## src/hw/rtl/psieve_ram.sv

```systemverilog
// Generic single-write, single-read RAM with a registered read port.
module psieve_ram #(
  parameter int WIDTH = 1,
  parameter int DEPTH = 16
) (
  input  logic                     clk,
  input  logic                     we,
  input  logic [$clog2(DEPTH)-1:0] waddr,
  input  logic [WIDTH-1:0]         wdata,
  input  logic [$clog2(DEPTH)-1:0] raddr,
  output logic [WIDTH-1:0]         rdata
);

  logic [WIDTH-1:0] mem [DEPTH];
  logic [WIDTH-1:0] rdata_r;

  always_ff @(posedge clk) begin
    if (we) begin
      mem[waddr] <= wdata;
    end
    rdata_r <= mem[raddr];
  end

  assign rdata = rdata_r;

endmodule

```

## config.mk

```make
export PLATFORM = sky130hd
export DESIGN_NAME = psieve_ram
export DESIGN_NICKNAME = d
export VERILOG_FILES = /design/src/hw/rtl/psieve_ram.sv
export SDC_FILE = /design/constraint.sdc
export NUM_CORES = 1
export LEC_CHECK = 0
export BUFFER_PORTS_ARGS = -buffer_cell sky130_fd_sc_hd__buf_2
export CAP_MARGIN = 20
export CORE_MARGIN = 8
export CORE_UTILIZATION = 50
export DETAILED_ROUTE_END_ITERATION = 8
export PLACE_DENSITY = 0.72
export SETUP_SLACK_MARGIN = 0.02
export SYNTH_ARGS = -nofsm -noshare
export SYNTH_HDL_FRONTEND = slang
export SYNTH_SLANG_ARGS = --single-unit
```

## constraint.sdc

```tcl
create_clock -name clk -period 1.85 [get_ports clk]
set_clock_uncertainty 0.15 [all_clocks]
set_input_delay 0.37 -clock clk [delete_from_list [all_inputs] [get_ports clk]]
set_output_delay 0.37 -clock clk [all_outputs]
set_load 0.01 [all_outputs]
```

==> run_results.csv, run 1 <==
group,metric,value,unit
global_route,grtUsageTotal,0.0884,
sta,slew_headroom,0.853,
sta,fmax,733,MHz
route,drtPass1Iterations,4,
clocking,root_buffer,"clkbuf_4",
sta,finalSetupTns,0,ns
route,first_iter_violations,11,
clocking,cts_buffer_depth,2,
sta,rsz0062_at_grt,"false",
power_and_ir_drop,power.leakage,0.306,nW
clocking,htreeDepth,1,
critical_path,max_stage_delay,0.50,ns
critical_path,critPathLaunchType,"flip-flop",
global_route,overflow,0,
sta,min_period_over_period,0.738,
logic_synthesis,synth_top_area_frac,0.644,
finish,final_area,848,µm²
route,wl_per_cell,14.6,µm
floorplan,io_pins,12,
outcome,outcome,"complete, no violations",
clocking,clkTransAtPathRegs,0.10,ns
clocking,cts-hold-fix-buffers,0,
logic_synthesis,synthCells,47,
placement,io_buffer_count,11,
route,wl,1140,µm
route,drc_errors,0,
clocking,numCtsBuffers,3,
clocking,clkLatencyLatePin,0.29,ns
sta,hold_viol,0,
finish,syn_to_final_growth,13.8,%
critical_path,path_cells,"mux4_1, mux2i_1, mux2i_1",
placement,dp_hpwl,913,µm
finish,fillCellCount,123,
clocking,cts-resized-gates,0,
logic_synthesis,synth_area,746,µm²
logic_synthesis,synth_top_cell_by_area,"edfxtp_1",
critical_path,crit_buf_inv,0,
clocking,cts_sinks,17,
sta,final-max-slew-violation-count,0,
clocking,cts_tree,"done",
logic_synthesis,ys_ff_latch,17,
route,vias_per_cell,5.68,
logic_synthesis,yosysWarnings,0,
placement,gp_congestion,0.677,
critical_path,cp-end-kind,"flip-flop",
logic_synthesis,synth_cell_type_count,11,
power_and_ir_drop,p_per_area,800,nW/µm²
worst_hold_path,hold_path.class,"in2reg",
sta,setup_viol,0,
finish,drive_above_1_share,0.258,
floorplan,die-height,54.6,µm
critical_path,critPathSlowestCell,"mux4_1",
floorplan,fp.dieW,54.6,µm
sta,fin_crit,1.37,ns
finish,num-nets-final,74,
critical_path,critPathArrivalTime,1.40,ns
logic_synthesis,synthTopCellsByArea,"edfxtp_1, mux4_1, nor2_1",
global_route,antenna_found_initial,0,
critical_path,worstPathRequired,1.89,ns
floorplan,start_util,0.513,
global_route,grt_pass1_vias,446,
route,ant_nets,0,
clocking,cts_setup_buffers,0,
floorplan,core_area,1450,µm²
placement,placed_cell_area,821,µm²
global_route,grt_max_degree,17,
sta,worst_pin_slew,0.220,ns
power_and_ir_drop,vdd_drop_max,0.000465,V
logic_synthesis,synth_fp_nets,58,
finish,diodes,0,
logic_synthesis,yosysSeqAreaShare,0.671,
critical_path,worst-setup-path-type,"reg2reg",
route,vias,443,
logic_synthesis,syn_avg_cell_area,15.9,µm²
critical_path,critPathMostFrequentCell,"mux2i_1",
critical_path,crit_family,"multiplexers",
flow_run,cap_violations,0,
critical_path,worstPathMaxFanout,1,
floorplan,die_area,2980,µm²
floorplan,fp-row-count,14,
global_route,grt_pass1_wl,1810,µm
==> state kept, by name, indices dropped and copies added, names as in the netlist <==
signal / cells
mem: 16
rdata: 1
==> worst reg2reg max path: stages (launching register included) <==
cell	delay, ns
edfxtp_1	0.38
mux4_1	0.50
mux2i_1	0.14
mux2i_1	0.08
==> cell usage after synthesis <==
cell	count
edfxtp_1	16
nor2_1	12
mux4_1	4
nor3_1	4
mux2i_1	3
nand2b_1	2
nand3b_1	2
dfxtp_1	1
nand2_1	1
nand3_1	1
or3b_2	1
==> worst paths after layout <==
check / endpoint / slack (ns) / depth (start not counted) / from
max: rdata$_DFF_P_ / 0.48 / 3 / mem[8]$_DFFE_PP_
min: rdata$_DFF_P_ / 0.12 / 2 / raddr[2]
min reg2reg: rdata$_DFF_P_ / 0.59 / 3 / mem[15]$_DFFE_PP_
max reg2reg: rdata$_DFF_P_ / 0.48 / 3 / mem[8]$_DFFE_PP_
==> per-stage QoR <==
stage | setup slack [ns] | hold WS [ns] | util | power [mW] | cells
floorplan | 0.380 | 0.319 | - | 0.468 | 47
global placement | 0.252 | 0.421 | 0.565 | 0.497 | 74
detailed placement | 0.208 | 0.434 | 0.565 | 0.499 | 74
CTS | 0.471 | 0.120 | 0.583 | 0.685 | 78
global route | 0.435 | 0.113 | 0.583 | 0.705 | 78
finish | 0.485 | 0.120 | 0.583 | 0.678 | 78
==> final cells by class <==
class | instances | area, µm² | area share
Clock buffer | 3 | 22.5 | 0.0265
Clock inverter | 1 | 5.00 | 0.00590
Multi-Input combinational cell | 30 | 245 | 0.289
Sequential cell | 17 | 500 | 0.590
Tap cell | 16 | 20.0 | 0.0236
Timing Repair Buffer | 11 | 55.1 | 0.0649
==> placed cells by master, fill, tap and decap left out, types with 2 or more instances in the layout <==
cell and n:
edfxtp_1 16, nor3_1 4, mux4_1 4, mux2i_1 3, nand3b_1 2, nor2_1 12
nand2b_1 2, buf_2 11, clkbuf_4 3
==> where the power goes <==
| group | total (mW) | internal (mW) | switching, mW |
|---|---|---|---|
| clock | 0.190 | 0.0804 | 0.110 |
| sequential | 0.432 | 0.430 | 0.00183 |
| combinational | 0.0568 | 0.0266 | 0.0302 |
| total | 0.678 | 0.537 | 0.142 |
==> cell families (layout without fill, tap and decap cells) <==
kind of cell | count (synthesis) | after routing | synth area share
muxes | 7 | 7 | 0.181
buffers and inverters | 0 | 15 | 0
DFF | 17 | 17 | 0.671
and+or+nand+nor | 23 | 23 | 0.148
==> per-layer routing <==
metal | global-route usage | vias to the layer above | part of all wire | wire length (µm)
li1 | - | 216 | - | -
met1 | 0.0779 | 209 | 0.37 | 426
met2 | 0.160 | 13 | 0.51 | 584
met3 | 0.0408 | 5 | 0.091 | 104
met4 | 0.0492 | 0 | 0.021 | 24
met5 | 0 | - | 0 | 0
Note: power is estimated with default switching activity, not from simulation.
==> inputs of run 2 (changes only) <==
==> constraint.sdc (replaced) <==
create_clock -name clk -period 1.3 [get_ports clk]
set_clock_uncertainty 0.15 [all_clocks]
set_input_delay 0.26 -clock clk [delete_from_list [all_inputs] [get_ports clk]]
set_output_delay 0.26 -clock clk [all_outputs]
set_load 0.01 [all_outputs]
==> run 2 against run 1 <==
  * The run now ends with negative setup slack left
  * Cell count rose by 2.6%
  * Maximum frequency increased by 2.7%
  * Largest cell class unchanged
  * Global-route usage rose by 0.88 points
==> run_results.csv, run 2 (synthesis results as in run 1) <==
group,metric,value,unit
outcome,outcome,"finished with violations",
outcome,violations,"negative setup slack",
route,vias,442,
floorplan,die-height,54.6,µm
power_and_ir_drop,p_sw_frac,0.209,
route,top_layer,"met4",
global_route,grt_pass1_vias,469,
sta,setup_ws,-0.0297,ns
power_and_ir_drop,power_frac_seq,0.632,
sta,setup_viol,1,
finish,top_register,"mem",
critical_path,cp-endpoint,"rdata$_DFF_P_",
placement,gp_congestion,0.753,
placement,dp_worst_setup_slack,-0.190,ns
route,dr_wl_met3,88,µm
global_route,grt_max_degree,17,
critical_path,timing.rr.start,"mem[8]$_DFFE_PP_",
route,wl_per_cell,14.6,µm
clocking,cts_setup_buffers,0,
finish,mostFrequentLayoutCells,"edfxtp_1, nor2_1, buf_2",
placement,dp_hpwl,900,µm
route,drc_errors,0,
power_and_ir_drop,power.leakage,0.301,nW
flow_run,cap_violations,0,
finish,drive_above_1_share,0.359,
global_route,grtUsageTotal,0.0972,
clocking,cts_sinks,17,
route,ant_nets,0,
floorplan,start_util,0.513,
sta,worst_pin_slew,0.223,ns
critical_path,ff2ff_path_depth,3,
global_route,grt_pass1_wl,1950,µm
finish,num-nets-final,76,
sta,hold_viol,0,
sta,slew_headroom,0.850,
floorplan,io_pins,12,
critical_path,r2r_slack,-0.03,ns
clocking,cts_buffer_depth,2,
finish,largest_reg_flops,16,
route,drt-met1-wl,531,µm
power_and_ir_drop,p_total,0.973,mW
route,drtPass1Iterations,4,
critical_path,critPathLaunchType,"flip-flop",
power_and_ir_drop,p_int,0.770,mW
floorplan,core_area,1450,µm²
route,wl,1170,µm
route,wl_met2,511,µm
route,vias_per_cell,5.53,
sta,rsz0062_at_grt,"true",
global_route,antenna_found_initial,0,
clocking,cts-resized-gates,3,
clocking,clkLatencyLatePin,0.29,ns
floorplan,die_area,2980,µm²
floorplan,fp.dieW,54.6,µm
critical_path,worst-setup-path-type,"reg2reg",
critical_path,critPathArrivalTime,1.36,ns
sta,whs,0.00807,ns
route,first_iter_violations,9,
finish,diodes,0,
power_and_ir_drop,p_clk_frac,0.276,
clocking,clkTransAtPathRegs,0.09,ns
clocking,root_buffer,"clkbuf_4",
power_and_ir_drop,p_sw,0.203,mW
clocking,numCtsBuffers,3,
clocking,cts-hold-fix-buffers,0,
sta,final-max-slew-violation-count,0,
placement,io_buffer_count,11,
finish,final_area,856,µm²
floorplan,fp-row-count,14,
sta,min_period_over_period,1.02,
critical_path,reg2reg_to,"rdata$_DFF_P_",
finish,final_common_cell,"edfxtp_1",
critical_path,cp-end-kind,"flip-flop",
worst_hold_path,hold_path.class,"in2reg",
power_and_ir_drop,comb_power_share,0.093,
critical_path,worstPathRequired,1.33,ns
clocking,cts_tree,"done",
finish,syn_to_final_growth,14.8,%
placement,placed_cell_area,840,µm²
critical_path,worstPathMaxFanout,1,
global_route,overflow,0,
sta,fin_crit,1.33,ns
sta,fmax,752,MHz
critical_path,critPathLaunch,"mem[8]$_DFFE_PP_",
power_and_ir_drop,p_per_area,1140,nW/µm²
clocking,htreeDepth,1,
power_and_ir_drop,vdd_drop_max,0.000738,V
## run 2: cell count changes in the layout (fill, tap and decap cells not counted)
cell    before  now
buf_4        0    2
mux4_1       4    0
mux4_2       0    4
nor3_1       4    3
nor3_2       0    1
or3b_2       1    0
or3b_4       0    1
## run 2: critical path, stage by stage (launching register included)
cell	delay [ns]
edfxtp_1	0.39
mux4_2	0.47
mux2i_1	0.14
mux2i_1	0.08
## run 2: final cells by class
type | instances | area, µm²
multi-input combinational | 30 | 238
clock inverter | 1 | 5.00
tap | 16 | 20.0
fill | 120 | 598
sequential | 17 | 500
clock buffer | 3 | 22.5
timing repair buffer | 13 | 70.1
## run 2: power groups by stage
stage | logic (mW) | registers (mW) | clock network (mW)
6_report | 0.0903 | 0.615 | 0.268
5_1_grt | 0.101 | 0.616 | 0.291
4_1_cts | 0.0922 | 0.615 | 0.272
3_5_place_dp | 0.0902 | 0.627 | 0
3_3_place_gp | 0.0870 | 0.628 | 0
2_1_floorplan | 0.0394 | 0.629 | 0
## run 2: how the worst min path moves through the flow
stage | from | endpoint | slack [ns] | cells after the start
floorplan | wdata | mem[0]$_DFFE_PP_ | 0.21 | 0
global placement | raddr[2] | rdata$_DFF_P_ | 0.32 | 2
detailed placement | raddr[2] | rdata$_DFF_P_ | 0.32 | 2
CTS | raddr[2] | rdata$_DFF_P_ | 0.009 | 2
global route | raddr[2] | rdata$_DFF_P_ | 0.01 | 2
finish | raddr[2] | rdata$_DFF_P_ | 0.008 | 2
## run 2: through the flow
stage          utilization  setup TNS, ns  instances
5_1_grt              0.589         -0.103         80
6_report             0.589        -0.0297         80
3_3_place_gp         0.577         -0.375         76
4_1_cts              0.589        -0.0425         80
3_5_place_dp         0.577         -0.447         76
2_1_floorplan            -              0         47
## run 2: metal layers
metal,GRT usage,vias up
li1,-,215
met1,0.104,206
met2,0.153,17
met3,0.0353,4
met4,0.0738,0
met5,0,-
==> inputs of run 3 (changes only) <==
--- a/config.mk
+++ b/config.mk
@@ -7,10 +7,10 @@
 export LEC_CHECK = 0
 export BUFFER_PORTS_ARGS = -buffer_cell sky130_fd_sc_hd__buf_2
 export CAP_MARGIN = 20
+export CORE_ASPECT_RATIO = 0.7
 export CORE_MARGIN = 8
-export CORE_UTILIZATION = 50
+export CORE_UTILIZATION = 24
 export DETAILED_ROUTE_END_ITERATION = 8
-export PLACE_DENSITY = 0.72
 export SETUP_SLACK_MARGIN = 0.02
 export SYNTH_ARGS = -nofsm -noshare
 export SYNTH_HDL_FRONTEND = slang
==> run 3 against run 2 <==
  * The run still ends with negative setup slack left
  * Total power is 13% higher
  * Maximum frequency is 1.1% lower
  * Sequential power hardly changed
  * Setup slack worse by 0.015 ns
  * Die area is 73% higher
  * Wire length is 25% higher
==> run_results.csv, run 3 (synthesis results as in run 1) <==
group,metric,value,unit
outcome,outcome,"finished with violations",
outcome,violations,"negative setup slack",
critical_path,critPathSlowestCell,"mux4_2",
power_and_ir_drop,power.leakage,0.306,nW
finish,drive_above_1_share,0.344,
finish,top_register,"mem",
floorplan,start_util,0.243,
power_and_ir_drop,vdd_drop_max,0.000414,V
clocking,clkLatencyLatePin,0.25,ns
placement,dp.cells,98,
global_route,grt_pass1_vias,491,
critical_path,max_stage_delay,0.46,ns
sta,fin_crit,1.34,ns
global_route,antenna_found_initial,0,
floorplan,io_pins,12,
clocking,cts_sinks,17,
route,vias,449,
clocking,cts_tree,"done",
sta,hold_viol,0,
sta,whs,0.0482,ns
critical_path,critPathArrivalTime,1.34,ns
sta,fmax,744,MHz
clocking,htreeDepth,1,
global_route,overflow,0,
clocking,clkTransAtPathRegs,0.06,ns
placement,gp_congestion,0.754,
placement,dp_hpwl,1090,µm
finish,fillCellCount,333,
clocking,numCtsBuffers,3,
route,wl_per_cell,14.3,µm
clocking,cts_setup_buffers,0,
critical_path,critPathLaunchType,"flip-flop",
finish,largest_reg_flops,16,
finish,finalNonFillerCells,102,
flow_run,cap_violations,0,
floorplan,fp-row-count,17,
finish,mostFrequentLayoutCells,"edfxtp_1, nor2_1, buf_2",
route,drtPass1Iterations,4,
finish,syn_to_final_growth,20.8,%
floorplan,fp.dieW,82.6,µm
floorplan,core_area,3060,µm²
floorplan,die_area,5180,µm²
sta,worst_pin_slew,0.319,ns
sta,slew_headroom,0.786,
placement,io_buffer_count,11,
finish,num-nets-final,76,
critical_path,worst-setup-path-type,"reg2reg",
route,vias_per_cell,4.40,
critical_path,cp-end-kind,"flip-flop",
sta,setup_ws,-0.0448,ns
floorplan,die-height,62.6,µm
finish,diodes,0,
finish,final_common_cell,"edfxtp_1",
critical_path,worstPathMaxFanout,1,
critical_path,worstPathRequired,1.29,ns
sta,min_period_over_period,1.03,
critical_path,critPathMostFrequentCell,"mux2i_1",
clocking,cts_buffer_depth,2,
sta,final-max-slew-violation-count,0,
route,first_iter_violations,101,
critical_path,path_cells,"mux4_2, mux2i_1, mux2i_1",
route,wl,1460,µm
route,ant_nets,0,
global_route,grt_pass1_wl,2390,µm
sta,setup_viol,1,
global_route,grt_max_degree,17,
global_route,grtUsageTotal,0.0631,
route,drc_errors,0,
clocking,root_buffer,"clkbuf_8",
power_and_ir_drop,p_per_area,1220,nW/µm²
worst_hold_path,hold_path.class,"in2reg",
sta,rsz0062_at_grt,"true",
==> run 3: cell types whose count changed in the layout (fill, tap and decap cells not counted), sizes merged <==
cell	delta
clkinv	-1
clkbuf	+1
==> run 3: critical path, delay by kind of cell (launching register included) <==
| family | cells | cell delay [ns] |
|---|---|---|
| flops | 1 | 0.40 |
| mux | 3 | 0.68 |
==> run 3: area by class of cell <==
type,instances,area (µm²),area share
multi-input combinational,30,238,0.264
tap,38,47.5,0.0528
sequential,17,500,0.556
clock buffer,4,45.0,0.0500
timing repair buffer,13,70.1,0.0778
==> run 3: routing by layer <==
layer,up-vias,track usage,part of all wire
met1,211,0.0899,0.51
met2,23,0.0673,0.34
li1,213,-,-
met3,2,0.0402,0.14
met5,-,0,0
met4,0,0.0322,0.0082
==> run 3: path summary, 6_finish.rpt <==
| kind | endpoint | from | slack, ns | cells after the start |
|---|---|---|---|---|
| worst max-delay path | rdata$_DFF_P_ | mem[4]$_DFFE_PP_ | -0.04 | 3 |
| worst max register to register | rdata$_DFF_P_ | mem[4]$_DFFE_PP_ | -0.04 | 3 |
| worst min register to register | rdata$_DFF_P_ | mem[11]$_DFFE_PP_ | 0.59 | 3 |
| worst min-delay path | rdata$_DFF_P_ | raddr[2] | 0.05 | 2 |
==> run 3: where the power goes <==
group	switching (mW)	internal (mW)	leakage, nW	total, mW
registers	0.00356	0.613	0.153	0.616
logic	0.0473	0.0434	0.130	0.0907
clock network	0.177	0.217	0.0228	0.395
==> run 3: repair_timing <==
item	CTS	global route
gates resized for setup	2	1
endpoints found under the setup margin	1	1
hold buffers	0	0
==> run 3: stage by stage <==
| stage | area (µm²) | worst slack (ns) | total power [mW] | util | setup TNS (ns) |
|---|---|---|---|---|---|
| floorplan | 749 | 0.0202 | 0.668 | - | 0 |
| global route | 901 | -0.119 | 1.15 | 0.294 | -0.119 |
| finish | 901 | -0.0448 | 1.10 | 0.294 | -0.0448 |
| CTS | 905 | -0.0551 | 1.11 | 0.295 | -0.0551 |
| global placement | 867 | -0.139 | 0.714 | 0.283 | -0.354 |
| detailed placement | 867 | -0.172 | 0.718 | 0.283 | -0.453 |
