[config.mk]
export PLATFORM = sky130hd
export DESIGN_NAME = psieve_engine
export DESIGN_NICKNAME = d
export VERILOG_FILES = /design/src/hw/rtl/psieve_pkg.sv /design/src/hw/rtl/psieve_engine.sv
export SDC_FILE = /design/constraint.sdc
export NUM_CORES = 1
export LEC_CHECK = 0
export ABC_AREA = 0
export BUFFER_PORTS_ARGS = -buffer_cell sky130_fd_sc_hd__buf_2
export CORE_MARGIN = 3
export CORE_UTILIZATION = 39
export CTS_CLUSTER_DIAMETER = 80
export DETAILED_ROUTE_END_ITERATION = 6
export MAX_ROUTING_LAYER = met4
export SLEW_MARGIN = 20
export SYNTH_ARGS = -nofsm -noshare
export SYNTH_HDL_FRONTEND = slang
export SYNTH_SLANG_ARGS = --single-unit
[constraint.sdc]
create_clock -name clk -period 5.1 [get_ports clk]
set_input_delay 1.02 -clock clk [delete_from_list [all_inputs] [get_ports clk]]
set_output_delay 1.02 -clock clk [all_outputs]
set_load 0.01 [all_outputs]
[src/hw/rtl/psieve_pkg.sv]
// Shared types and constants of the prime sieve stream block.
package psieve_pkg;

  localparam int LIMIT_W         = 17;
  localparam int MAX_NUMBERS_DEF = 131072;
  localparam logic [LIMIT_W-1:0] LIMIT_RESET = 17'd500;
  localparam int FIRST_PRIME     = 2;

  localparam int CFG_DATA_W = 32;
  localparam int CFG_ADDR_W = 3;
  localparam logic CFG_IDX_UPPER_LIMIT = 1'b0;

  // Sequencer states, one-hot.
  typedef enum logic [5:0] {
    S_IDLE = 6'b000001,
    S_FILL = 6'b000010,
    S_PRD  = 6'b000100,
    S_PCHK = 6'b001000,
    S_MARK = 6'b010000,
    S_SCAN = 6'b100000
  } psieve_state_t;

  // One result beat.
  typedef struct packed {
    logic [LIMIT_W-1:0] prime_value;
    logic               is_last;
    logic               exhausted;
  } psieve_res_t;

endpackage

[src/hw/rtl/psieve_engine.sv]
// Sieve sequencer: fills the map, strikes multiples and scans for primes.
module psieve_engine import psieve_pkg::*; #(
  parameter int MAX_NUMBERS = MAX_NUMBERS_DEF
) (
  input  logic                           clk,
  input  logic                           rst_n,
  input  logic                           start,
  input  logic                           restart,
  output logic                           busy,
  input  logic [LIMIT_W-1:0]             cfg_limit,
  output logic                           map_we,
  output logic [$clog2(MAX_NUMBERS)-1:0] map_waddr,
  output logic                           map_wdata,
  output logic [$clog2(MAX_NUMBERS)-1:0] map_raddr,
  input  logic                           map_rdata,
  output logic                           res_valid,
  output psieve_res_t                    res
);

  localparam int AW = $clog2(MAX_NUMBERS);
  localparam int NW = AW + 1;
  localparam int CW = (NW > LIMIT_W) ? NW : LIMIT_W;

  psieve_state_t state_r, state_nxt;
  logic [NW-1:0] lim_r, lim_nxt;
  logic [NW-1:0] idx_r, idx_nxt;
  logic [NW-1:0] p_r, p_nxt;
  logic [NW-1:0] sq_r, sq_nxt;
  logic          chk_v_r, chk_v_nxt;
  logic [AW-1:0] chk_n_r, chk_n_nxt;
  logic [AW-1:0] cursor_r, cursor_nxt;
  logic          ready_r, ready_nxt;
  logic          init_r, init_nxt;
  logic          res_valid_r, res_valid_nxt;
  psieve_res_t   res_r, res_nxt;

  logic [CW-1:0] lim_ext;
  logic [NW-1:0] lim_sat;
  logic [NW-1:0] idx_sum;
  logic [NW-1:0] sq_step;
  logic          idx_over;
  logic          found;
  logic          scan_done;
  logic [AW-1:0] scan_val;

  // Limits beyond the map saturate to its last entry.
  assign lim_ext = CW'(cfg_limit);
  assign lim_sat = (lim_ext > CW'(MAX_NUMBERS - 1)) ? NW'(MAX_NUMBERS - 1) : NW'(lim_ext);

  // The shared adder: +1 while filling or scanning, +p while striking multiples.
  assign idx_sum  = idx_r + ((state_r == S_MARK) ? p_r : NW'(1));
  // (p+1)^2 = p^2 + 2p + 1.
  assign sq_step  = sq_r + (p_r << 1) + NW'(1);
  assign idx_over = (idx_r > lim_r);

  assign found     = chk_v_r && map_rdata;
  assign scan_done = found || idx_over;
  assign scan_val  = found ? chk_n_r : '0;

  always_comb begin
    state_nxt     = state_r;
    lim_nxt       = lim_r;
    idx_nxt       = idx_r;
    p_nxt         = p_r;
    sq_nxt        = sq_r;
    chk_v_nxt     = 1'b0;
    chk_n_nxt     = chk_n_r;
    cursor_nxt    = cursor_r;
    ready_nxt     = ready_r;
    init_nxt      = init_r;
    res_valid_nxt = 1'b0;
    res_nxt       = res_r;
    map_we        = 1'b0;
    map_wdata     = 1'b0;
    map_raddr     = idx_r[AW-1:0];

    unique case (state_r)
      S_IDLE: begin
        if (start) begin
          if (restart || !ready_r) begin
            lim_nxt   = lim_sat;
            idx_nxt   = '0;
            state_nxt = S_FILL;
          end else if (cursor_r == '0) begin
            res_valid_nxt = 1'b1;
            res_nxt       = '{prime_value: '0, is_last: 1'b0, exhausted: 1'b1};
          end else begin
            idx_nxt   = NW'(cursor_r) + NW'(1);
            init_nxt  = 1'b0;
            state_nxt = S_SCAN;
          end
        end
      end
      S_FILL: begin
        map_we    = 1'b1;
        map_wdata = (idx_r >= NW'(FIRST_PRIME));
        if (idx_r == lim_r) begin
          p_nxt     = NW'(FIRST_PRIME);
          sq_nxt    = NW'(FIRST_PRIME * FIRST_PRIME);
          state_nxt = S_PRD;
        end else begin
          idx_nxt = idx_sum;
        end
      end
      S_PRD: begin
        map_raddr = p_r[AW-1:0];
        if (sq_r > lim_r) begin
          ready_nxt = 1'b1;
          init_nxt  = 1'b1;
          idx_nxt   = NW'(FIRST_PRIME);
          state_nxt = S_SCAN;
        end else begin
          state_nxt = S_PCHK;
        end
      end
      S_PCHK: begin
        if (map_rdata) begin
          idx_nxt   = sq_r;
          state_nxt = S_MARK;
        end else begin
          p_nxt     = p_r + NW'(1);
          sq_nxt    = sq_step;
          state_nxt = S_PRD;
        end
      end
      S_MARK: begin
        if (idx_over) begin
          p_nxt     = p_r + NW'(1);
          sq_nxt    = sq_step;
          state_nxt = S_PRD;
        end else begin
          map_we  = 1'b1;
          idx_nxt = idx_sum;
        end
      end
      S_SCAN: begin
        // One read issued per cycle, checked the cycle after.
        if (scan_done) begin
          cursor_nxt = scan_val;
          if (init_r) begin
            init_nxt = 1'b0;
            if (scan_val == '0) begin
              res_valid_nxt = 1'b1;
              res_nxt       = '{prime_value: '0, is_last: 1'b0, exhausted: 1'b1};
              state_nxt     = S_IDLE;
            end else begin
              idx_nxt = NW'(scan_val) + NW'(1);
            end
          end else begin
            res_valid_nxt = 1'b1;
            res_nxt       = '{prime_value: LIMIT_W'(cursor_r),
                              is_last: (scan_val == '0), exhausted: 1'b0};
            state_nxt     = S_IDLE;
          end
        end else begin
          chk_v_nxt = 1'b1;
          chk_n_nxt = idx_r[AW-1:0];
          idx_nxt   = idx_sum;
        end
      end
      default: begin
        state_nxt = S_IDLE;
      end
    endcase
  end

  always_ff @(posedge clk) begin
    if (!rst_n) begin
      state_r     <= S_IDLE;
      chk_v_r     <= 1'b0;
      cursor_r    <= '0;
      ready_r     <= 1'b0;
      init_r      <= 1'b0;
      res_valid_r <= 1'b0;
    end else begin
      state_r     <= state_nxt;
      chk_v_r     <= chk_v_nxt;
      cursor_r    <= cursor_nxt;
      ready_r     <= ready_nxt;
      init_r      <= init_nxt;
      res_valid_r <= res_valid_nxt;
    end
  end

  always_ff @(posedge clk) begin
    lim_r   <= lim_nxt;
    idx_r   <= idx_nxt;
    p_r     <= p_nxt;
    sq_r    <= sq_nxt;
    chk_n_r <= chk_n_nxt;
    res_r   <= res_nxt;
  end

  assign busy      = (state_r != S_IDLE);
  assign map_waddr = idx_r[AW-1:0];
  assign res_valid = res_valid_r;
  assign res       = res_r;

endmodule

==> results of run 1 <==
state kept, by name, indices dropped and copies added (netlist names):
| register | count |
|---|---|
| res | 19 |
| idx_r | 18 |
| p_r | 18 |
| sq_r | 18 |
| chk_n_r | 17 |
| cursor_r | 17 |
| lim_r | 17 |
| state_r | 6 |
| chk_v_r | 1 |
| init_r | 1 |
| ready_r | 1 |
| res_valid | 1 |
final timing paths:
check	depth (start not counted)	slack (ns)	start	end
max	8	1.01	idx_r[14]$_DFFE_PP_	map_we
min	1	0.47	ready_r$_SDFFE_PN0P_	ready_r$_SDFFE_PN0P_
max reg2reg	11	1.09	state_r[5]$_SDFFE_PN0P_	idx_r[15]$_DFFE_PP_
min reg2reg	1	0.47	ready_r$_SDFFE_PN0P_	ready_r$_SDFFE_PN0P_
cell type report:
cell class | count | area (um2)
inverters | 44 | 165
well taps | 285 | 357
flip-flops and latches | 134 | 3750
fillers | 2202 | 12600
clock inverters | 7 | 46.3
repair buffers | 88 | 465
multi-input cells | 680 | 4840
clock buffers | 25 | 497
worst register-to-register path, stage by stage, from the launching register on:
cell and delay, ns:
sky130_fd_sc_hd__dfxtp_1 0.35, sky130_fd_sc_hd__or4_4 0.56, sky130_fd_sc_hd__nor3b_4 0.55, sky130_fd_sc_hd__and2_1 0.22
sky130_fd_sc_hd__ha_1 0.30, sky130_fd_sc_hd__and3_1 0.21, sky130_fd_sc_hd__a2111oi_0 0.66, sky130_fd_sc_hd__a2bb2oi_1 0.27
sky130_fd_sc_hd__o311ai_0 0.15, sky130_fd_sc_hd__a21oi_1 0.21, sky130_fd_sc_hd__xor2_1 0.16, sky130_fd_sc_hd__o211ai_1 0.09
kinds of logic after synthesis:
logic type	share of synthesized area, %
XOR/XNOR	6.68
AO/OA/AOI/OAI	14.8
AND/OR/NAND/NOR	19.3
multiplexers	2.08
flip-flops	41.5
adder cells (fa/ha/maj)	10.4
buffers and inverters	5.20
layout by cell type, fill, tap and decap left out, types with 19 or more instances in the layout:
cell / netlist / layout
sky130_fd_sc_hd__nand2_1: 51 / 51
sky130_fd_sc_hd__nand3_1: 33 / 33
sky130_fd_sc_hd__o21ai_0: 39 / 39
sky130_fd_sc_hd__xor2_1: 32 / 32
sky130_fd_sc_hd__xnor2_1: 37 / 37
sky130_fd_sc_hd__and2_1: 36 / 36
sky130_fd_sc_hd__dfxtp_1: 27 / 27
sky130_fd_sc_hd__nand4_1: 19 / 19
sky130_fd_sc_hd__and3_1: 21 / 21
sky130_fd_sc_hd__ha_1: 72 / 72
sky130_fd_sc_hd__nor2_1: 70 / 67
sky130_fd_sc_hd__nor2b_1: 29 / 29
sky130_fd_sc_hd__a21oi_1: 36 / 36
sky130_fd_sc_hd__inv_1: 44 / 44
sky130_fd_sc_hd__buf_2: 1 / 78
sky130_fd_sc_hd__edfxtp_1: 107 / 107
sky130_fd_sc_hd__a22oi_1: 24 / 24
per-stage QoR:
stage                     setup WS, ns  std cells
after floorplan                  0.555        920
after global placement            1.11       1231
after CTS                        0.967       1263
after detailed placement          1.11       1231
after global routing             0.688       1263
final                             1.01       1263
report_power, final:
part           switching, mW  total (mW)  internal [mW]
Clock                  0.454        1.13          0.675
Sequential            0.0752        1.31           1.24
Combinational          0.227       0.388          0.162
Total                  0.755        2.83           2.07
layer usage:
| layer | share of wire [%] | up-vias |
|---|---|---|
| li1 | - | 3489 |
| met4 | 1.6 | 0 |
| met2 | 47 | 202 |
| met1 | 46 | 3356 |
| met5 | 0 | - |
| met3 | 5.3 | 27 |
==> out/metrics.sh, run 1 <==
FIN_TNS_SETUP_NS=0
TIMING.FINAL.CRIT_SHARE_PCT=80.3
FIN_CRIT_NS=4.09
MAPPEDNETLISTAREA_UM2=9040
CLK_PIN_SLEW_NS=0.06
CRITPATHSLOWESTCELL='sky130_fd_sc_hd__nor4_1'
RSZ0062_AT_GRT='false'
DETAILED_PLACE_HPWL_UM=18000
ROUTED-VIA-COUNT=7074
AREA_GROWTH_PCT=12.0
CTS_BUFFERS=17
SYNTH_ENABLE_FLOP_CELLS=107
SYNTH_CELL_TYPE_COUNT=70
HOLD_PATH_CLASS='reg -> reg'
LARGEST_STAGE_DELAY_WORST_PATH_NS=0.64
VDD_IR_DROP_MAX_V=0.000211
MAX-CAP-VIOLATIONS=0
ROWS=55
CELLPOWERDENSITY_nW_PER_UM2=279
CLK_ROOT_BUFFER_CELL='sky130_fd_sc_hd__clkbuf_16'
GRT.TOTAL_USAGE_PCT=19.9
POST_SYNTH_INST_COUNT=920
DIE_HEIGHT_UM=158
MAXIMUM_CLOCK_FREQUENCY_MHz=244
SYNTH_MOST_COMMON_CELL='sky130_fd_sc_hd__edfxtp_1'
DRT_PRE_ANTENNA_ITERS=5
LEAKAGEPOWER_nW=4.06
INITIAL_UTILIZATION_PCT=39.8
WORST_HOLD_SLACK_NS=0.465
USE_MET3_PCT=3.32
NUMNETS_FINAL=1061
TRITONCTS_CLOCK_TREE='done'
CLOCK_SKEW_NS=0.0115
SYNTH_TOP_AREA_CELL='sky130_fd_sc_hd__edfxtp_1'
POSTSYNTHNETCOUNT=1016
TIGHTESTPINTRANSITION_NS=1.09
MAX-SLEW-MARGIN-REL_PCT=27.3
ANTENNA_FOUND_INITIAL=0
VIAS_PER_CELL=5.60
DRT_ITER0_MARKERS=496
GRT_FIRST_PASS_WIRELENGTH_UM=36900
PLACEABLECOREAREA_UM2=22700
SYN_AVG_CELL_AREA_UM2=9.83
CTSHOLDBUFFERS=0
FINAL_DESIGN_AREA_NO_FILL_UM2=10100
GRT_OVERFLOW_TOTAL=0
GRTUSAGEMET1_PCT=26.0
SYNTH_AREA_LEADERS='sky130_fd_sc_hd__edfxtp_1 (36%), sky130_fd_sc_hd__ha_1 (10%), sky130_fd_sc_hd__dfxtp_1 (6.0%), sky130_fd_sc_hd__xnor2_1 (3.6%), sky130_fd_sc_hd__xor2_1 (3.1%)'
WORST_SETUP_PATH_START_KIND='flip-flop'
HOLD_VIOL=0
YS.WARNINGS.COUNT=0
DIEAREA_UM2=25100
SYNTH.CELLS.MOST_FREQUENT='sky130_fd_sc_hd__edfxtp_1 (107), sky130_fd_sc_hd__ha_1 (72), sky130_fd_sc_hd__nor2_1 (70)'
WORST-SETUP-PATH-TYPE='reg -> out'
RUN_STATUS='finished, final reports clean'
HTREE_LEVELS=4
COUNT_OF_INSERTED_ANTENNA_DIODE_CELLS=0
PORTS=79
FINAL_UTIL_PCT=44.6
WIRELENGTH_UM=23800
CLOCK_PATH_BUFFERS=2
CRITICAL_PATH_REQUIRED_NS=4.08
SYNTH-SEQ-CELLS=134
CHIPWIDTH_UM=158
SYNTH_SEQ_AREA_SHARE_PCT=41.5
CTS_NUM_SINKS=134
POWER_mW=2.83
GLOBALROUTEMET2UTIL_PCT=32.0
FINAL_ANTENNA_NET_COUNT=0
GRT-BUSIEST-LAYER='met2'
DRC_ERRORS=0
ASYNCSETRESETFLOPFRACSYNTH_PCT=0
CP_DATA_ARRIVAL_TIME_NS=3.07
PATH_CELLS='ha_1, nand4b_1, nor4_1, a211oi_1, and4_1, a21oi_1, nand2_1, buf_2'
WORST_PATH_DOMINANT_CELL_FAMILY='simple AND/OR/NAND/NOR gates'
PLACEDINSTANCEAREA_UM2=9590
POST_ROUTE_CELLS_DRIVE_ABOVE_1_SHARE_PCT=15.0
SETUP_VIOLATIONS=0
SYNTH_TOP_AREA_SHARE_PCT=35.5
CP.BUFFERS_INVERTERS=1
SETUP.WORST_PATH.END_CLASS='primary output'
LARGEST_NET_DEGREE_AT_THE_START_OF_GLOBAL_ROUTING=37
CTS_SETUP_BUFFERS=0
GP_ROUTABILITY_CONGESTION=0.894
ROUTEDWLPERCELL_UM=18.8
PATH_MAX_FANOUT=6
FINAL-MAX-SLEW-VIOLATION-COUNT=0
CTS_RESIZED=0
YOSYS_MOST_USED_DFF='sky130_fd_sc_hd__edfxtp_1'
PLACE.PORT_BUFFERS=78
WORST_SKEW_PAIR.LATE_LATENCY_NS=0.42
GRT_PASS1_VIAS=6674
No activity file was read; power rests on OpenSTA's default activity.
==> run 2: changes to the inputs <==
==> constraint.sdc (replaced) <==
create_clock -name clk -period 3.65 [get_ports clk]
set_input_delay 0.73 -clock clk [delete_from_list [all_inputs] [get_ports clk]]
set_output_delay 0.73 -clock clk [all_outputs]
set_load 0.01 [all_outputs]
==> run 2 against run 1 <==
Via count grew 3.3%. Critical path depth grew 4. Cell count increased by 2.1%. Design area is 4.0% higher. Combinational power rose by 72%. Total power is 49% higher. Critical path type is now reg -> reg. Largest cell class unchanged. Largest power group unchanged. Highest routed layer unchanged.
==> out/metrics.sh, run 2 (synthesis results as in run 1) <==
PLACEABLECOREAREA_UM2=22700
NET-SWITCHING-POWER_mW=1.14
ROUTED-VIA-COUNT=7308
REGISTER_AREA_UM2=3750
DETAILED_PLACE_HPWL_UM=18700
WORST_SETUP_PATH_START_KIND='flip-flop'
HOLD_PATH_CLASS='in -> reg'
WORST_PATH_DOMINANT_CELL_FAMILY='compound AO/OA/AOI/OAI gates'
NUM-FILL-CELLS=2173
GRT_FIRST_PASS_WIRELENGTH_UM=38200
WIRELENGTH_UM=25000
CRIT-REG2REG-CAPTURE='idx_r[10]$_DFFE_PP_'
GP_ROUTABILITY_CONGESTION=0.951
FIN_CRIT_NS=3.52
NUMNETS_FINAL=1089
SETUP_VIOLATIONS=0
MULTIINPUTGATEAREA_UM2=4920
HTREE_LEVELS=4
CELLPOWERDENSITY_nW_PER_UM2=400
PATH_MAX_FANOUT=6
FINAL-MAX-SLEW-VIOLATION-COUNT=0
CRITICAL_PATH_REQUIRED_NS=3.81
FINAL_DESIGN_AREA_NO_FILL_UM2=10500
CP.BUFFERS_INVERTERS=0
CLK_ROOT_BUFFER_CELL='sky130_fd_sc_hd__clkbuf_16'
RUN_STATUS='finished, final reports clean'
PLACE.PORT_BUFFERS=78
HP-START='cfg_limit[12]'
DP_CELLS=1254
COUNT_OF_INSERTED_ANTENNA_DIODE_CELLS=0
AREA_GROWTH_PCT=16.4
DIEAREA_UM2=25100
DRT_ITER0_MARKERS=522
LEAKAGEPOWER_nW=4.27
R2R.WORST_PATH.CELLS=12
HOLD_VIOL=0
LAYOUT.CELLS.MOST_COMMON='sky130_fd_sc_hd__edfxtp_1'
CTS_BUFFERS=17
ANTENNA_FOUND_INITIAL=0
DIE_HEIGHT_UM=158
MIN_DELAY_PATH_DEPTH=1
MAX-SLEW-MARGIN-REL_PCT=50.2
MAXIMUM_CLOCK_FREQUENCY_MHz=284
COMB_POWER_SHARE_PCT=15.9
ROWS=55
LARGEST_NET_DEGREE_AT_THE_START_OF_GLOBAL_ROUTING=37
CLOCK_SKEW_NS=0.0146
PLACEDINSTANCEAREA_UM2=9820
FINAL_ANTENNA_NET_COUNT=0
SETUP.WORST_PATH.END_CLASS='flip-flop'
SWITCHING_PART_OF_THE_TOTAL_PCT=27.1
LARGEST_REGISTER_FF_COUNT=19
LARGEST_STAGE_DELAY_WORST_PATH_NS=0.56
ROUTEDWLPERCELL_UM=19.4
WORST-SETUP-PATH-TYPE='reg -> reg'
FINAL_CELL_MIX='sky130_fd_sc_hd__edfxtp_1 (107), sky130_fd_sc_hd__buf_2 (78), sky130_fd_sc_hd__ha_1 (71)'
GRT_OVERFLOW_TOTAL=0
WORSTREG2REGSTART='state_r[5]$_SDFFE_PN0P_'
DRC_ERRORS=0
TRITONCTS_CLOCK_TREE='done'
CTS_NUM_SINKS=134
SETUP.REG_TO_REG.WORST_SLACK_NS=0.13
CLK_PIN_SLEW_NS=0.06
INITIAL_UTILIZATION_PCT=39.8
TIGHTESTPINTRANSITION_NS=0.747
PATH_CELLS='or4_4, nor3b_4, nand2_1, ha_1, fa_1, a211oi_1, o21ai_0, a31oi_1, o21bai_1, a21oi_1, xor2_1, o21ai_0'
POST_ROUTE_CELLS_DRIVE_ABOVE_1_SHARE_PCT=18.2
CRITPATHMOSTFREQUENTCELL='sky130_fd_sc_hd__o21ai_0'
CHIPWIDTH_UM=158
POWER_FRAC_CLOCK_PCT=41.6
VIAS_PER_CELL=5.67
FINAL_UTIL_PCT=46.4
WORST_SKEW_PAIR.LATE_LATENCY_NS=0.43
GRT_PASS1_VIAS=6905
P_SEQ_SHARE_PCT=42.6
TIMING.FINAL.CRIT_SHARE_PCT=96.3
PORTS=79
CP_DATA_ARRIVAL_TIME_NS=3.68
P_INT_mW=3.07
CRITPATHSLOWESTCELL='sky130_fd_sc_hd__or4_4'
LAYOUT.CELLS.NON_FILLER=1290
CLOCK_PATH_BUFFERS=2
GRT.TOTAL_USAGE_PCT=20.6
VDD_IR_DROP_MAX_V=0.000295
DRT_PRE_ANTENNA_ITERS=6
HOLD-PATH-ENDPOINT='lim_r[12]$_SDFFCE_PN1P_'
CTSHOLDBUFFERS=0
MAX-CAP-VIOLATIONS=0
## run 2: how the worst max path moves through the flow
| stage | slack, ns | endpoint | startpoint | cells past startpoint |
|---|---|---|---|---|
| after floorplan | 0.04 | idx_r[10]$_DFFE_PP_ | state_r[5]$_SDFFE_PN0P_ | 14 |
| after global placement | 0.16 | idx_r[15]$_DFFE_PP_ | state_r[5]$_SDFFE_PN0P_ | 12 |
| after detailed placement | 0.12 | idx_r[17]$_DFFE_PP_ | state_r[5]$_SDFFE_PN0P_ | 11 |
| after CTS | 0.04 | map_we | idx_r[15]$_DFFE_PP_ | 8 |
| after global routing | -0.003 | idx_r[10]$_DFFE_PP_ | state_r[5]$_SDFFE_PN0P_ | 12 |
| final | 0.13 | idx_r[10]$_DFFE_PP_ | state_r[5]$_SDFFE_PN0P_ | 12 |
## run 2: layer usage
layer	track usage, %	share of wire (%)	vias to the layer above
met3	3.02	5.5	33
met4	6.23	2.3	0
li1	-	-	3543
met1	28.0	47	3482
met5	-	0	-
met2	32.1	46	250
## run 2: cell type report
| class | instances | area share (%) |
|---|---|---|
| Tap cell | 285 | 3.39 |
| Inverter | 44 | 1.57 |
| Timing Repair Buffer | 116 | 7.06 |
| Clock inverter | 10 | 1.12 |
| Multi-Input combinational cell | 680 | 46.7 |
| Clock buffer | 21 | 4.48 |
| Sequential cell | 134 | 35.7 |
## run 2: power by group through the flow
stage | clock [mW] | combinational [mW] | sequential, mW
floorplan | 0 | 0.427 | 1.81
global placement | 0 | 0.642 | 1.83
detailed placement | 0 | 0.648 | 1.83
CTS | 1.78 | 0.654 | 1.80
global route | 1.84 | 0.740 | 1.80
finish | 1.75 | 0.668 | 1.79
## run 2: through the flow
| step | hold WS, ns | power (mW) | worst slack [ns] | TNS [ns] |
|---|---|---|---|---|
| 6_report | 0.467 | 4.21 | 0.135 | 0 |
| 3_3_place_gp | 0.449 | 2.47 | 0.157 | 0 |
| 4_1_cts | 0.458 | 4.23 | 0.0425 | 0 |
| 5_1_grt | 0.460 | 4.38 | -0.00289 | -0.00289 |
| 3_5_place_dp | 0.464 | 2.48 | 0.119 | 0 |
| 2_1_floorplan | 0.442 | 2.24 | 0.0446 | 0 |
## run 2: timing repair
| item | CTS | global route |
|---|---|---|
| setup buffers | 0 | 4 |
| gates cloned | 0 | 1 |
| endpoints found under the setup margin | 1 | 5 |
| pin swaps | 0 | 6 |
| resized for setup | 1 | 6 |
==> run 3: changes to the inputs <==
--- a/config.mk
+++ b/config.mk
@@ -5,13 +5,14 @@
 export SDC_FILE = /design/constraint.sdc
 export NUM_CORES = 1
 export LEC_CHECK = 0
-export ABC_AREA = 0
-export BUFFER_PORTS_ARGS = -buffer_cell sky130_fd_sc_hd__buf_2
+export ABC_AREA = 1
+export BUFFER_PORTS_ARGS = -buffer_cell sky130_fd_sc_hd__buf_4
 export CORE_MARGIN = 3
 export CORE_UTILIZATION = 39
 export CTS_CLUSTER_DIAMETER = 80
 export DETAILED_ROUTE_END_ITERATION = 6
 export MAX_ROUTING_LAYER = met4
+export SETUP_SLACK_MARGIN = 0.3
 export SLEW_MARGIN = 20
 export SYNTH_ARGS = -nofsm -noshare
 export SYNTH_HDL_FRONTEND = slang
==> run 3 against run 2 <==
First-iteration DRC count up 19%. Core utilization down 0.15 points. Largest cell class unchanged. Sequential power up 22%. Largest power group is now combinational cells.
==> out/metrics.sh, run 3 <==
POST_SYNTH_INST_COUNT=1206
MAXIMUM_CLOCK_FREQUENCY_MHz=317
MAPPEDNETLISTAREA_UM2=9540
GP_ROUTABILITY_CONGESTION=0.939
NUM-FILL-CELLS=2373
SYNTH_ENABLE_FLOP_CELLS=107
CHIPWIDTH_UM=162
DRT_ITER0_MARKERS=621
LEAKAGEPOWER_nW=4.89
CLOCK_SKEW_NS=0.00807
RSZ0062_AT_GRT='false'
SYNTH_TOP_AREA_CELL='sky130_fd_sc_hd__edfxtp_1'
WORST_SETUP_PATH_START_KIND='flip-flop'
NUMNETS_FINAL=1368
ROUTED-VIA-COUNT=8146
HOLD_PATH_CLASS='reg -> reg'
ANTENNA_FOUND_INITIAL=0
GRT_FIRST_PASS_WIRELENGTH_UM=42500
TIGHTESTPINTRANSITION_NS=0.833
FINAL_DESIGN_AREA_NO_FILL_UM2=11000
LARGEST_REGISTER_FF_COUNT=19
FIN_CRIT_NS=3.16
HOLD_VIOL=0
SYN_AVG_CELL_AREA_UM2=7.91
CLOCK_PATH_BUFFERS=2
DRC_ERRORS=0
PATH_MAX_FANOUT=6
ROWS=56
CELLPOWERDENSITY_nW_PER_UM2=555
WORST_HOLD_SLACK_NS=0.455
CLK_ROOT_BUFFER_CELL='sky130_fd_sc_hd__clkbuf_16'
DRT_PRE_ANTENNA_ITERS=5
DIEAREA_UM2=26400
PLACE.PORT_BUFFERS=78
YOSYS_MOST_USED_DFF='sky130_fd_sc_hd__edfxtp_1'
CLK_PIN_SLEW_NS=0.06
WIRELENGTH_UM=27500
SYNTH-SEQ-CELLS=134
PORTS=79
CRITICAL_PATH_REQUIRED_NS=2.92
HTREE_LEVELS=4
FIN_TNS_SETUP_NS=0
SETUP.WORST_PATH.END_CLASS='primary output'
INITIAL_UTILIZATION_PCT=40.2
SYNTH_TOP_AREA_SHARE_PCT=33.7
PLACEDINSTANCEAREA_UM2=10300
TIMING.FINAL.CRIT_SHARE_PCT=86.5
WORST_SKEW_PAIR.LATE_LATENCY_NS=0.43
VIAS_PER_CELL=5.08
RUN_STATUS='finished, final reports clean'
FINAL_ANTENNA_NET_COUNT=0
SETUP_WS_NS=0.493
CTS_BUFFERS=17
ROUTEDWLPERCELL_UM=17.1
PLACEABLECOREAREA_UM2=23800
SYNTH_MOST_COMMON_CELL='sky130_fd_sc_hd__nand2_1'
LAYOUT.CELLS.MOST_COMMON='sky130_fd_sc_hd__nand2_1'
LARGEST_NET_DEGREE_AT_THE_START_OF_GLOBAL_ROUTING=37
FINAL-MAX-SLEW-VIOLATION-COUNT=0
CTSHOLDBUFFERS=0
ASYNCSETRESETFLOPFRACSYNTH_PCT=0
YS.WARNINGS.COUNT=0
FINAL_CELL_MIX='sky130_fd_sc_hd__nand2_1 (265), sky130_fd_sc_hd__inv_1 (151), sky130_fd_sc_hd__nor2_1 (117)'
VDD_IR_DROP_MAX_V=0.000284
POSTSYNTHNETCOUNT=1302
PRE_CTS_WORST_SETUP_SLACK_NS=0.471
MAX-SLEW-MARGIN-REL_PCT=44.4
GRT.TOTAL_USAGE_PCT=21.6
GRT_PASS1_VIAS=7746
SETUP_VIOLATIONS=0
AREA_GROWTH_PCT=15.1
TRITONCTS_CLOCK_TREE='done'
DIE_HEIGHT_UM=162
SYNTH_SEQ_AREA_SHARE_PCT=39.4
DETAILED_PLACE_HPWL_UM=21500
POST_ROUTE_CELLS_DRIVE_ABOVE_1_SHARE_PCT=15.1
CP_DATA_ARRIVAL_TIME_NS=2.43
COUNT_OF_INSERTED_ANTENNA_DIODE_CELLS=0
CTS_NUM_SINKS=134
SYNTH.CELLS.MOST_FREQUENT='sky130_fd_sc_hd__nand2_1 (265), sky130_fd_sc_hd__inv_1 (151), sky130_fd_sc_hd__nor2_1 (118)'
MAX-CAP-VIOLATIONS=0
WORST-SETUP-PATH-TYPE='reg -> out'
GRT_OVERFLOW_TOTAL=0
SYNTH_AREA_LEADERS='sky130_fd_sc_hd__edfxtp_1 (34%), sky130_fd_sc_hd__nand2_1 (10%), sky130_fd_sc_hd__ha_1 (9.4%), sky130_fd_sc_hd__inv_1 (5.9%), sky130_fd_sc_hd__dfxtp_1 (5.7%)'
SYNTH_CELL_TYPE_COUNT=49
[run 3: power by group]
group          total, mW  switching, mW  internal, mW
Sequential          2.18          0.231          1.95
Combinational       2.22           1.37         0.847
Clock               1.69          0.701         0.987
Total               6.09           2.31          3.79
[run 3: final cells by class]
cell class | instances | area, um2 | area share, %
Inverter | 159 | 597 | 5.44
Timing Repair Buffer | 102 | 766 | 6.98
Multi-Input combinational cell | 858 | 4890 | 44.5
Clock inverter | 9 | 63.8 | 0.581
Sequential cell | 134 | 3750 | 34.2
Tap cell | 319 | 399 | 3.64
Clock buffer | 23 | 510 | 4.65
[run 3: cell families after synthesis]
logic type | synth area share [%]
adder cells (fa/ha/maj) | 9.86
flip-flops | 39.4
AND/OR/NAND/NOR | 28.0
AO/OA/AOI/OAI | 10.5
buffers and inverters | 9.48
XOR/XNOR | 2.75
[run 3: stage by stage]
stage	util [%]	total power [mW]	cells
final	46.2	6.09	1604
after global routing	46.2	6.44	1604
after CTS	45.9	6.06	1595
after detailed placement	43.5	4.36	1563
after global placement	43.5	4.34	1563
after floorplan	-	3.50	1206
[run 3: worst paths after layout]
check,from,endpoint,slack (ns),depth (start not counted)
setup / recovery,idx_r[16]$_DFFE_PP_,map_we,0.49,11
hold reg to reg,ready_r$_SDFFE_PN0P_,ready_r$_SDFFE_PN0P_,0.45,2
setup reg to reg,state_r[2]$_SDFFE_PN0P_,idx_r[10]$_DFFE_PP_,0.53,15
hold / removal,ready_r$_SDFFE_PN0P_,ready_r$_SDFFE_PN0P_,0.45,2
[run 3: repair_timing]
item	in CTS	in global routing
endpoints found under the setup margin	0	3
setup buffers	0	9
resized for setup	0	1
[run 3: worst max-delay path, cell delays in order (launching register included)]
cell	delay, ns
sky130_fd_sc_hd__edfxtp_1	0.53
sky130_fd_sc_hd__ha_1	0.37
sky130_fd_sc_hd__inv_1	0.04
sky130_fd_sc_hd__nor2_1	0.12
sky130_fd_sc_hd__nand2_1	0.11
sky130_fd_sc_hd__nor2_1	0.15
sky130_fd_sc_hd__nand4_1	0.11
sky130_fd_sc_hd__nand3_1	0.11
sky130_fd_sc_hd__nand2_1	0.12
sky130_fd_sc_hd__nand2_1	0.13
sky130_fd_sc_hd__nand2_1	0.07
sky130_fd_sc_hd__buf_4	0.14
[run 3: per-layer routing]
layer | part of all wire [%] | vias up | global-route usage (%)
li1 | - | 4158 | -
met1 | 45 | 3727 | 28.2
met2 | 48 | 222 | 34.7
met3 | 4.9 | 39 | 2.42
met4 | 2.8 | 0 | 7.99
met5 | 0 | - | -
